$ cat config.mk
export PLATFORM = sky130hd
export DESIGN_NAME = fix_lock_qualifier_with_blink_flat
export DESIGN_NICKNAME = d
export VERILOG_FILES = /design/src/hw/rtl/flq_pkg.sv /design/src/hw/rtl/flq_if.sv /design/src/hw/rtl/flq_cfg_regs.sv /design/src/hw/rtl/flq_core.sv /design/src/hw/rtl/fix_lock_qualifier_with_blink.sv /design/src/flat_wrapper.sv
export SDC_FILE = /design/constraint.sdc
export NUM_CORES = 1
export LEC_CHECK = 0
export BUFFER_PORTS_ARGS = -buffer_cell sky130_fd_sc_hd__buf_2
export CAP_MARGIN = 20
export CORE_ASPECT_RATIO = 1.75
export CORE_MARGIN = 2
export CORE_UTILIZATION = 60
export CTS_CLUSTER_SIZE = 24
export DETAILED_ROUTE_END_ITERATION = 12
export PLACE_DENSITY = 0.86
export SLEW_MARGIN = 15
export SYNTH_ARGS = -nofsm -noshare
export SYNTH_HDL_FRONTEND = slang
export SYNTH_SLANG_ARGS = --single-unit
$ cat constraint.sdc
create_clock -name clk -period 7.4 [get_ports clk]
set_input_delay 0.74 -clock clk [delete_from_list [all_inputs] [get_ports clk]]
set_output_delay 0.74 -clock clk [all_outputs]
set_load 0.03 [all_outputs]
$ cat src/hw/rtl/flq_pkg.sv
// Package for the fix lock qualifier: register map, reset values,
// configuration and result types. No dependencies.
`default_nettype none

package flq_pkg;

    localparam int unsigned TimeW  = 32;
    localparam int unsigned RegW   = 27;
    localparam int unsigned NumRegs = 5;
    localparam int unsigned IdxW   = 3;

    typedef enum logic [IdxW-1:0] {
        REG_LOCK_HOLD      = 3'd0,
        REG_UNLOCK_HOLD    = 3'd1,
        REG_BLINK_INTERVAL = 3'd2,
        REG_BLINK_PULSE    = 3'd3,
        REG_NOTICE_INTERVAL = 3'd4
    } reg_idx_t;

    localparam logic [RegW-1:0] LockHoldRst       = 27'd3000;
    localparam logic [RegW-1:0] UnlockHoldRst     = 27'd10000;
    localparam logic [RegW-1:0] BlinkIntervalRst  = 27'd2000;
    localparam logic [RegW-1:0] BlinkPulseRst     = 27'd100;
    localparam logic [RegW-1:0] NoticeIntervalRst = 27'd10000;

    typedef struct packed {
        logic [RegW-1:0] lock_hold_ms;
        logic [RegW-1:0] unlock_hold_ms;
        logic [RegW-1:0] blink_interval_ms;
        logic [RegW-1:0] blink_pulse_ms;
        logic [RegW-1:0] notice_interval_ms;
    } cfg_t;

    typedef struct packed {
        logic led_level;
        logic locked;
        logic lock_gained;
        logic lock_dropped;
        logic no_fix_notice;
        logic fix_echo;
    } res_t;

endpackage

`default_nettype wire

$ cat src/hw/rtl/flq_if.sv
// Valid/ready channel interfaces for samples and results.
// Depends on flq_pkg for the timestamp width.
`default_nettype none

interface flq_sample_if;
    logic                        valid;
    logic                        ready;
    logic [flq_pkg::TimeW-1:0]   now_ms;
    logic                        has_fix;

    modport source (output valid, output now_ms, output has_fix, input ready);
    modport sink   (input valid, input now_ms, input has_fix, output ready);
endinterface

interface flq_result_if;
    logic valid;
    logic ready;
    logic led_level;
    logic locked;
    logic lock_gained;
    logic lock_dropped;
    logic no_fix_notice;
    logic fix_echo;

    modport source (output valid, output led_level, output locked, output lock_gained,
                    output lock_dropped, output no_fix_notice, output fix_echo,
                    input ready);
    modport sink   (input valid, input led_level, input locked, input lock_gained,
                    input lock_dropped, input no_fix_notice, input fix_echo,
                    output ready);
endinterface

`default_nettype wire

$ cat src/hw/rtl/flq_cfg_regs.sv
// Configuration register file: five 27-bit millisecond settings.
// Depends on flq_pkg.
`default_nettype none

module flq_cfg_regs (
    input  wire logic                      clk,
    input  wire logic                      rst_n,
    input  wire logic                      cfg_we,
    input  wire logic [flq_pkg::IdxW-1:0]  cfg_index,
    input  wire logic [flq_pkg::RegW-1:0]  cfg_wdata,
    output flq_pkg::cfg_t                  cfg
);

    flq_pkg::cfg_t cfg_reg;
    flq_pkg::cfg_t cfg_next;

    always_comb
    begin
        cfg_next = cfg_reg;
        if (cfg_we)
        begin
            unique case (cfg_index)
                flq_pkg::REG_LOCK_HOLD:       cfg_next.lock_hold_ms       = cfg_wdata;
                flq_pkg::REG_UNLOCK_HOLD:     cfg_next.unlock_hold_ms     = cfg_wdata;
                flq_pkg::REG_BLINK_INTERVAL:  cfg_next.blink_interval_ms  = cfg_wdata;
                flq_pkg::REG_BLINK_PULSE:     cfg_next.blink_pulse_ms     = cfg_wdata;
                flq_pkg::REG_NOTICE_INTERVAL: cfg_next.notice_interval_ms = cfg_wdata;
                default: ; // unmapped index, write dropped
            endcase
        end
    end

    always_ff @(posedge clk or negedge rst_n)
    begin
        if (!rst_n)
        begin
            cfg_reg.lock_hold_ms       <= flq_pkg::LockHoldRst;
            cfg_reg.unlock_hold_ms     <= flq_pkg::UnlockHoldRst;
            cfg_reg.blink_interval_ms  <= flq_pkg::BlinkIntervalRst;
            cfg_reg.blink_pulse_ms     <= flq_pkg::BlinkPulseRst;
            cfg_reg.notice_interval_ms <= flq_pkg::NoticeIntervalRst;
        end
        else
        begin
            cfg_reg <= cfg_next;
        end
    end

    assign cfg = cfg_reg;

endmodule

`default_nettype wire

$ cat src/hw/rtl/flq_core.sv
// Lock qualifier state and per-sample update: hold timers, blink timer,
// notice timer. One sample is processed per step. Depends on flq_pkg.
`default_nettype none

module flq_core (
    input  wire logic                       clk,
    input  wire logic                       rst_n,
    input  wire logic                       step,
    input  wire logic [flq_pkg::TimeW-1:0]  now_ms,
    input  wire logic                       has_fix,
    input  wire flq_pkg::cfg_t              cfg,
    output flq_pkg::res_t                   res
);

    logic                      lock_flag_reg,        lock_flag_next;
    logic [flq_pkg::TimeW-1:0] fix_start_reg,        fix_start_next;
    logic                      fix_start_valid_reg,  fix_start_valid_next;
    logic [flq_pkg::TimeW-1:0] loss_start_reg,       loss_start_next;
    logic                      loss_start_valid_reg, loss_start_valid_next;
    logic [flq_pkg::TimeW-1:0] blink_start_reg,      blink_start_next;
    logic                      blink_due_reg,        blink_due_next;
    logic [flq_pkg::TimeW-1:0] pulse_end_reg,        pulse_end_next;
    logic [flq_pkg::TimeW-1:0] last_notice_reg,      last_notice_next;
    logic                      led_reg,              led_next;

    logic [flq_pkg::TimeW-1:0] fix_elapsed;
    logic [flq_pkg::TimeW-1:0] loss_elapsed;
    logic [flq_pkg::TimeW-1:0] blink_elapsed;
    logic [flq_pkg::TimeW-1:0] notice_elapsed;
    logic                      hold_met;
    logic                      unhold_met;
    logic                      gained;
    logic                      dropped;
    logic                      notice;

    // a fresh start timestamp is "now", so its elapsed time is zero
    assign fix_elapsed    = fix_start_valid_reg  ? (now_ms - fix_start_reg)  : '0;
    assign loss_elapsed   = loss_start_valid_reg ? (now_ms - loss_start_reg) : '0;
    assign blink_elapsed  = now_ms - blink_start_reg;
    assign notice_elapsed = now_ms - last_notice_reg;

    assign hold_met   = fix_elapsed  >= {{(flq_pkg::TimeW-flq_pkg::RegW){1'b0}}, cfg.lock_hold_ms};
    assign unhold_met = loss_elapsed >= {{(flq_pkg::TimeW-flq_pkg::RegW){1'b0}},
                                         cfg.unlock_hold_ms};

    always_comb
    begin
        lock_flag_next        = lock_flag_reg;
        fix_start_next        = fix_start_reg;
        fix_start_valid_next  = fix_start_valid_reg;
        loss_start_next       = loss_start_reg;
        loss_start_valid_next = loss_start_valid_reg;
        blink_start_next      = blink_start_reg;
        blink_due_next        = blink_due_reg;
        pulse_end_next        = pulse_end_reg;
        last_notice_next      = last_notice_reg;
        led_next              = led_reg;
        gained                = 1'b0;
        dropped               = 1'b0;
        notice                = 1'b0;

        if (has_fix)
        begin
            loss_start_valid_next = 1'b0;
            fix_start_valid_next  = 1'b0;
            if (!lock_flag_reg)
            begin
                if (!fix_start_valid_reg)
                begin
                    fix_start_next = now_ms;
                end
                if (hold_met)
                begin
                    lock_flag_next = 1'b1;
                    gained         = 1'b1;
                end
                else
                begin
                    fix_start_valid_next = 1'b1;
                end
            end
        end
        else
        begin
            fix_start_valid_next  = 1'b0;
            loss_start_valid_next = 1'b1;
            if (!loss_start_valid_reg)
            begin
                loss_start_next = now_ms;
            end
            if (lock_flag_reg && unhold_met)
            begin
                lock_flag_next = 1'b0;
                blink_due_next = 1'b1;
                pulse_end_next = '0;
                dropped        = 1'b1;
            end
        end

        if (lock_flag_next)
        begin
            led_next = 1'b1;
        end
        else if (blink_due_next ||
                 blink_elapsed >= {{(flq_pkg::TimeW-flq_pkg::RegW){1'b0}},
                                   cfg.blink_interval_ms})
        begin
            blink_due_next   = 1'b0;
            blink_start_next = now_ms;
            pulse_end_next   = now_ms + {{(flq_pkg::TimeW-flq_pkg::RegW){1'b0}},
                                         cfg.blink_pulse_ms};
            led_next         = 1'b1;
        end
        else if (now_ms >= pulse_end_next)
        begin
            led_next = 1'b0;
        end

        if (!has_fix &&
            notice_elapsed >= {{(flq_pkg::TimeW-flq_pkg::RegW){1'b0}},
                               cfg.notice_interval_ms})
        begin
            last_notice_next = now_ms;
            notice           = 1'b1;
        end
    end

    always_ff @(posedge clk or negedge rst_n)
    begin
        if (!rst_n)
        begin
            lock_flag_reg        <= 1'b0;
            fix_start_reg        <= '0;
            fix_start_valid_reg  <= 1'b0;
            loss_start_reg       <= '0;
            loss_start_valid_reg <= 1'b0;
            blink_start_reg      <= '0;
            blink_due_reg        <= 1'b1;
            pulse_end_reg        <= '0;
            last_notice_reg      <= '0;
            led_reg              <= 1'b0;
        end
        else if (step)
        begin
            lock_flag_reg        <= lock_flag_next;
            fix_start_reg        <= fix_start_next;
            fix_start_valid_reg  <= fix_start_valid_next;
            loss_start_reg       <= loss_start_next;
            loss_start_valid_reg <= loss_start_valid_next;
            blink_start_reg      <= blink_start_next;
            blink_due_reg        <= blink_due_next;
            pulse_end_reg        <= pulse_end_next;
            last_notice_reg      <= last_notice_next;
            led_reg              <= led_next;
        end
    end

    assign res.led_level     = led_next;
    assign res.locked        = lock_flag_next;
    assign res.lock_gained   = gained;
    assign res.lock_dropped  = dropped;
    assign res.no_fix_notice = notice;
    assign res.fix_echo      = has_fix;

    a_gain_sets_lock: assert property (@(posedge clk) disable iff (!rst_n)
        step && gained |=> lock_flag_reg)
        else $error("lock not held after gain");

    a_drop_starts_pulse: assert property (@(posedge clk) disable iff (!rst_n)
        step && dropped |=> led_reg && !lock_flag_reg && !blink_due_reg)
        else $error("drop did not start a pulse");

    a_gain_drop_excl: assert property (@(posedge clk) disable iff (!rst_n)
        step |-> !(gained && dropped))
        else $error("gain and drop on one sample");

    a_locked_led_on: assert property (@(posedge clk) disable iff (!rst_n)
        lock_flag_reg |-> led_reg)
        else $error("LED off while locked");

endmodule

`default_nettype wire

$ cat src/hw/rtl/fix_lock_qualifier_with_blink.sv
// Fix lock qualifier with blink indicator, top level.
// Uses flq_pkg, flq_if, flq_cfg_regs and flq_core.
//
// Usage:
//   sample: valid/ready channel of {now_ms, has_fix}, one sample per item.
//   result: valid/ready channel of {led_level, locked, lock_gained,
//           lock_dropped, no_fix_notice, fix_echo}, exactly one per sample.
//   cfg_we/cfg_index/cfg_wdata: register writes, taken on any edge with
//           cfg_we high; indexes above 4 are ignored. Write only while idle.
// Path: an accepted sample is held in the input register, evaluated
//   against the lock state when it advances, and its result is loaded
//   into the output register, from which it is offered on result.
// Throughput: one sample per clock while the result side keeps up. The
//   combinational state update (32-bit subtract and compare on the hold, blink
//   and notice timers) sets the clock period.
// Reset: all timers cleared, unlocked, LED off, first unlocked sample
//   starts a pulse; registers return to their defaults.
// Stall: the input register and output register each hold one item;
//   with the result stalled the block takes one more sample, then
//   deasserts sample.ready until the result is taken.
`default_nettype none

module fix_lock_qualifier_with_blink (
    input  wire logic                      clk,
    input  wire logic                      rst_n,
    flq_sample_if.sink                     sample,
    flq_result_if.source                   result,
    input  wire logic                      cfg_we,
    input  wire logic [flq_pkg::IdxW-1:0]  cfg_index,
    input  wire logic [flq_pkg::RegW-1:0]  cfg_wdata
);

    flq_pkg::cfg_t cfg;
    flq_pkg::res_t core_res;

    logic                      in_valid_reg;
    logic [flq_pkg::TimeW-1:0] in_now_reg;
    logic                      in_fix_reg;
    logic                      out_valid_reg;
    flq_pkg::res_t             out_res_reg;
    logic                      advance;
    logic                      take;

    assign advance      = in_valid_reg && (!out_valid_reg || result.ready);
    assign sample.ready = !in_valid_reg || advance;
    assign take         = sample.valid && sample.ready;

    flq_cfg_regs u_cfg (
        .clk       (clk),
        .rst_n     (rst_n),
        .cfg_we    (cfg_we),
        .cfg_index (cfg_index),
        .cfg_wdata (cfg_wdata),
        .cfg       (cfg)
    );

    flq_core u_core (
        .clk     (clk),
        .rst_n   (rst_n),
        .step    (advance),
        .now_ms  (in_now_reg),
        .has_fix (in_fix_reg),
        .cfg     (cfg),
        .res     (core_res)
    );

    always_ff @(posedge clk or negedge rst_n)
    begin
        if (!rst_n)
        begin
            in_valid_reg  <= 1'b0;
            out_valid_reg <= 1'b0;
        end
        else
        begin
            if (sample.ready)
            begin
                in_valid_reg <= sample.valid;
            end
            if (advance)
            begin
                out_valid_reg <= 1'b1;
            end
            else if (result.ready)
            begin
                out_valid_reg <= 1'b0;
            end
        end
    end

    always_ff @(posedge clk)
    begin
        if (take)
        begin
            in_now_reg <= sample.now_ms;
            in_fix_reg <= sample.has_fix;
        end
        if (advance)
        begin
            out_res_reg <= core_res;
        end
    end

    assign result.valid         = out_valid_reg;
    assign result.led_level     = out_res_reg.led_level;
    assign result.locked        = out_res_reg.locked;
    assign result.lock_gained   = out_res_reg.lock_gained;
    assign result.lock_dropped  = out_res_reg.lock_dropped;
    assign result.no_fix_notice = out_res_reg.no_fix_notice;
    assign result.fix_echo      = out_res_reg.fix_echo;

    a_no_overwrite: assert property (@(posedge clk) disable iff (!rst_n)
        out_valid_reg && !result.ready |-> !advance)
        else $error("pending result overwritten");

    a_advance_fills_out: assert property (@(posedge clk) disable iff (!rst_n)
        advance |=> out_valid_reg)
        else $error("result register not loaded");

    a_held_input_blocks: assert property (@(posedge clk) disable iff (!rst_n)
        in_valid_reg && !advance |-> !sample.ready)
        else $error("input register overrun");

endmodule

`default_nettype wire

$ cat src/flat_wrapper.sv
// flat-port wrapper written by rule: the top's interface ports become plain ports
module fix_lock_qualifier_with_blink_flat 
  (clk, rst_n, cfg_we, cfg_index, cfg_wdata, sample_valid, sample_now_ms, sample_has_fix, sample_ready, result_valid, result_led_level, result_locked, result_lock_gained, result_lock_dropped, result_no_fix_notice, result_fix_echo, result_ready);
  flq_sample_if sample_i ();
  flq_result_if result_i ();
  input  wire logic clk;
  input  wire logic rst_n;
  input  wire logic cfg_we;
  input  wire logic [flq_pkg::IdxW-1:0] cfg_index;
  input  wire logic [flq_pkg::RegW-1:0] cfg_wdata;
  input wire logic [$bits(sample_i.valid)-1:0] sample_valid;
  input wire logic [$bits(sample_i.now_ms)-1:0] sample_now_ms;
  input wire logic [$bits(sample_i.has_fix)-1:0] sample_has_fix;
  output wire logic [$bits(sample_i.ready)-1:0] sample_ready;
  output wire logic [$bits(result_i.valid)-1:0] result_valid;
  output wire logic [$bits(result_i.led_level)-1:0] result_led_level;
  output wire logic [$bits(result_i.locked)-1:0] result_locked;
  output wire logic [$bits(result_i.lock_gained)-1:0] result_lock_gained;
  output wire logic [$bits(result_i.lock_dropped)-1:0] result_lock_dropped;
  output wire logic [$bits(result_i.no_fix_notice)-1:0] result_no_fix_notice;
  output wire logic [$bits(result_i.fix_echo)-1:0] result_fix_echo;
  input wire logic [$bits(result_i.ready)-1:0] result_ready;
  assign sample_i.valid = sample_valid;
  assign sample_i.now_ms = sample_now_ms;
  assign sample_i.has_fix = sample_has_fix;
  assign sample_ready = sample_i.ready;
  assign result_valid = result_i.valid;
  assign result_led_level = result_i.led_level;
  assign result_locked = result_i.locked;
  assign result_lock_gained = result_i.lock_gained;
  assign result_lock_dropped = result_i.lock_dropped;
  assign result_no_fix_notice = result_i.no_fix_notice;
  assign result_fix_echo = result_i.fix_echo;
  assign result_i.ready = result_ready;
  fix_lock_qualifier_with_blink u_core (.clk(clk), .rst_n(rst_n), .sample(sample_i), .result(result_i), .cfg_we(cfg_we), .cfg_index(cfg_index), .cfg_wdata(cfg_wdata));
endmodule
==> impl_metrics.tcl <==
set metrics [dict create \
    cp_slowest_cell "a2111oi_0" \
    clk_pin_slew_ns 0.06 \
    critPathKind "reg2reg" \
    slew_violations 0 \
    grt_overflow 0 \
    worst_pin_slew_ns 0.9755 \
    yosysMostFrequentCell "ha_1" \
    initial_core_util_pct 60.51 \
    grtUsageTotal_pct 30.85 \
    hold_class "in2async" \
    clock-sinks 341 \
    via_count 20308 \
    critPathArrivalTime_ns 7.63 \
    yosys-mux-area-fraction_pct 7.974 \
    outcome "finished, final reports clean" \
    grt_first_pass_wirelength_um 104000 \
    synth_top_family_by_area "compound AO/OA/AOI/OAI gates" \
    die_x_um 156.9 \
    report.power.total_mw 10.79 \
    cp-start-kind "register" \
    hpwlAfterDp_um 49380 \
    core_area_um2 40590 \
    layout.nets 3116 \
    finClkSkew_ns 0.02362 \
    numCtsBuffers 35 \
    rsz0062_at_grt "true" \
    worst_r2r_startpoint "u_core.in_now_reg[0]$_DFFE_PP_" \
    insertion_delay_ns 0.54 \
    synth_fa_ha_area_share_pct 15.23 \
    finalSetupViolations 0 \
    max_stage_delay_ns 0.78 \
    crit_fanout 23 \
    grt_antenna_before_repair 1 \
    relSlewSlack_pct 34.97 \
    max-cap-violations 0 \
    ios 76 \
    period_share_pct 97.51 \
    power_leakage_nw 12.80 \
    synth-seq-cells 341 \
    drtIter0Drc 1106 \
    viasPerCell 6.104 \
    ant_nets 0 \
    drt-pass1-iter-count 7 \
    async_flop_share_pct 88.56 \
    ir_drop_uv 252.9 \
    wl_per_cell_um 19.65 \
    synth-edff-count 39 \
    power_density_nw_per_um2 395.4 \
    path_buf_inv 4 \
    ys_seq_area_share_pct 35.68 \
    ys_types 83 \
    place_congestion 0.9662 \
    synthesis.nets 3007 \
    crit_path_start "u_core.in_now_reg[0]$_DFFE_PP_" \
    syn_area_um2 24560 \
    critPathTopFamily "compound AO/OA/AOI/OAI gates" \
    synth_common_cells "ha_1, dfrtp_1, inv_1" \
    finish.utilization_pct 67.23 \
    die-area_um2 42630 \
    synth_compound_area_share_pct 17.98 \
    fin_crit_ns 7.216 \
    synthSimpleGateAreaFrac_pct 13.33 \
    synth_top_area_share_pct 28.02 \
    synth.area.top_cells "dfrtp_1, ha_1, edfxtp_1, o21ai_0, inv_1" \
    synthXorXnorAreaFrac_pct 4.244 \
    grt_max_degree 166 \
    ys.flop_type "dfrtp_1" \
    drc_errors 0 \
    syn2layout_area_growth_pct 11.11 \
    fmax_ghz 0.1386 \
    hold_viol 0 \
    io_buffers 75 \
    synth_warnings 0 \
    yosysTopAreaCell "dfrtp_1" \
    clk_path_buf_depth 3 \
    syn_inst 2643 \
    critPathCaptureType "register" \
    h-tree-depth 2 \
    n_fill_cell 3061 \
    cts_root_buf "clkbuf_16" \
    grt_pass1_vias 21396 \
    num_rows 98 \
    layout-drive-gt1-share_pct 14.66 \
    syn_area_per_cell_um2 9.291 \
    largest_register_ffs 135 \
    cp.required_ns 7.81 \
    wl_um 65390 \
    die_h_um 271.6 \
    cts_tree "done" \
]
-- stage by stage --
stage / worst slack, ns / setup TNS (ns) / std cells / hold slack, ns / instance area [µm²]
after floorplan: 0.6702 / 0 / 2643 / 0.4444 / 24560
after global placement: -0.1109 / -0.1590 / 3253 / 0.4660 / 25840
after detailed placement: -0.3169 / -0.5744 / 3253 / 0.4747 / 25840
after CTS: 0.02027 / 0 / 3316 / 0.2163 / 27060
after global routing: -0.04656 / -0.04656 / 3327 / 0.2313 / 27290
final: 0.1844 / 0 / 3327 / 0.1636 / 27290
-- worst register-to-register path: stages (launching register included) --
cell and delay (ns):
edfxtp_1 0.42, inv_2 0.11, buf_4 0.18, ha_1 0.18, inv_1 0.05, fa_1 0.41
a21o_1 0.18, a21oi_1 0.29, nor3b_1 0.12, o2111ai_1 0.42, a31oi_1 0.24, nor2_1 0.22
o21a_1 0.28, o21bai_1 0.09, a21oi_1 0.19, xnor2_1 0.09, ha_1 0.20, a2111oi_0 0.78
o2111ai_1 0.32, a2111oi_0 0.50, o21a_1 0.38, o31ai_1 0.12, mux2i_1 0.17, o311a_1 0.29
a31oi_4 0.23, buf_16 0.25, mux2_1 0.35
-- layer usage --
layer	wire, µm	share of wire (%)	up-vias	track usage [%]
met3	2835	4.3	263	3.608
met2	34170	52	633	56.42
met1	23670	36	9815	32.70
li1	-	-	9597	-
met5	0	0	-	0
met4	4709	7.2	0	20.69
-- final timing paths --
path | to | slack [ns] | cells past startpoint
setup / recovery | u_core.u_core.last_notice_reg[3]$_DFFE_PN0P_ | 0.18 | 26
hold / removal | u_core.u_core.loss_start_reg[1]$_DFFE_PN0P_ | 0.16 | 1
setup reg to reg | u_core.u_core.last_notice_reg[3]$_DFFE_PN0P_ | 0.18 | 26
hold reg to reg | u_core.u_core.last_notice_reg[25]$_DFFE_PN0P_ | 0.49 | 1
max in group asynchronous | u_core.u_core.fix_start_reg[21]$_DFFE_PN0P_ | 5.88 | 2
min in group clk | u_core.in_now_reg[8]$_DFFE_PP_ | 0.37 | 1
-- final cells by class --
type / count / area (µm²) / share of cell area, %
multi-input cells: 1952 / 14630 / 53.60
flip-flops and latches: 341 / 8762 / 32.11
inverters: 274 / 1028 / 3.769
well taps: 550 / 688.2 / 2.522
repair buffers: 148 / 998.5 / 3.659
clock inverters: 10 / 128.9 / 0.4723
diodes: 1 / 2.502 / 0.009171
clock buffers: 51 / 1051 / 3.852
-- power by group --
group	switching [mW]	internal [mW]	total, mW
logic	3.43	2.71	6.14
registers	0.308	2.49	2.80
clock network	0.759	1.09	1.85
-- kinds of logic after synthesis --
family / count (synthesis)
compound gates: 709
simple gates: 668
mux: 160
fa+ha+maj: 296
xor+xnor: 119
flops: 341
buf+inv: 350
-- layout by cell type (no fill, tap or decap), drive strengths merged, types with 12 or more instances in the layout --
master	netlist	final
nand4	33	33
nand2	269	269
buf	11	148
o21a	26	26
a211oi	24	24
mux2	150	150
o21bai	26	26
xnor2	84	84
and3	20	20
and4	12	12
o31ai	16	16
a31oi	24	24
edfxtp	39	39
and2	45	45
dfstp	27	27
a21oi	163	163
nor2	110	110
o21ai	250	250
dfrtp	275	275
nor3	37	37
ha	291	291
nand2b	31	31
xor2	35	35
clkbuf	65	51
inv	274	274
nand3	29	29
o211ai	14	14
a21o	73	73
nor2b	25	25
-- timing repair --
| action | 4_1_cts | 5_1_grt |
|---|---|---|
| hold endpoints to repair | 0 | 0 |
| buffers inserted | 2 | 8 |
| pin swaps | 5 | 29 |
| hold buffers | 0 | 0 |
| setup endpoints to repair | 2 | 2 |
| resized for setup | 6 | 27 |
No activity file was read; power rests on OpenSTA's default activity.
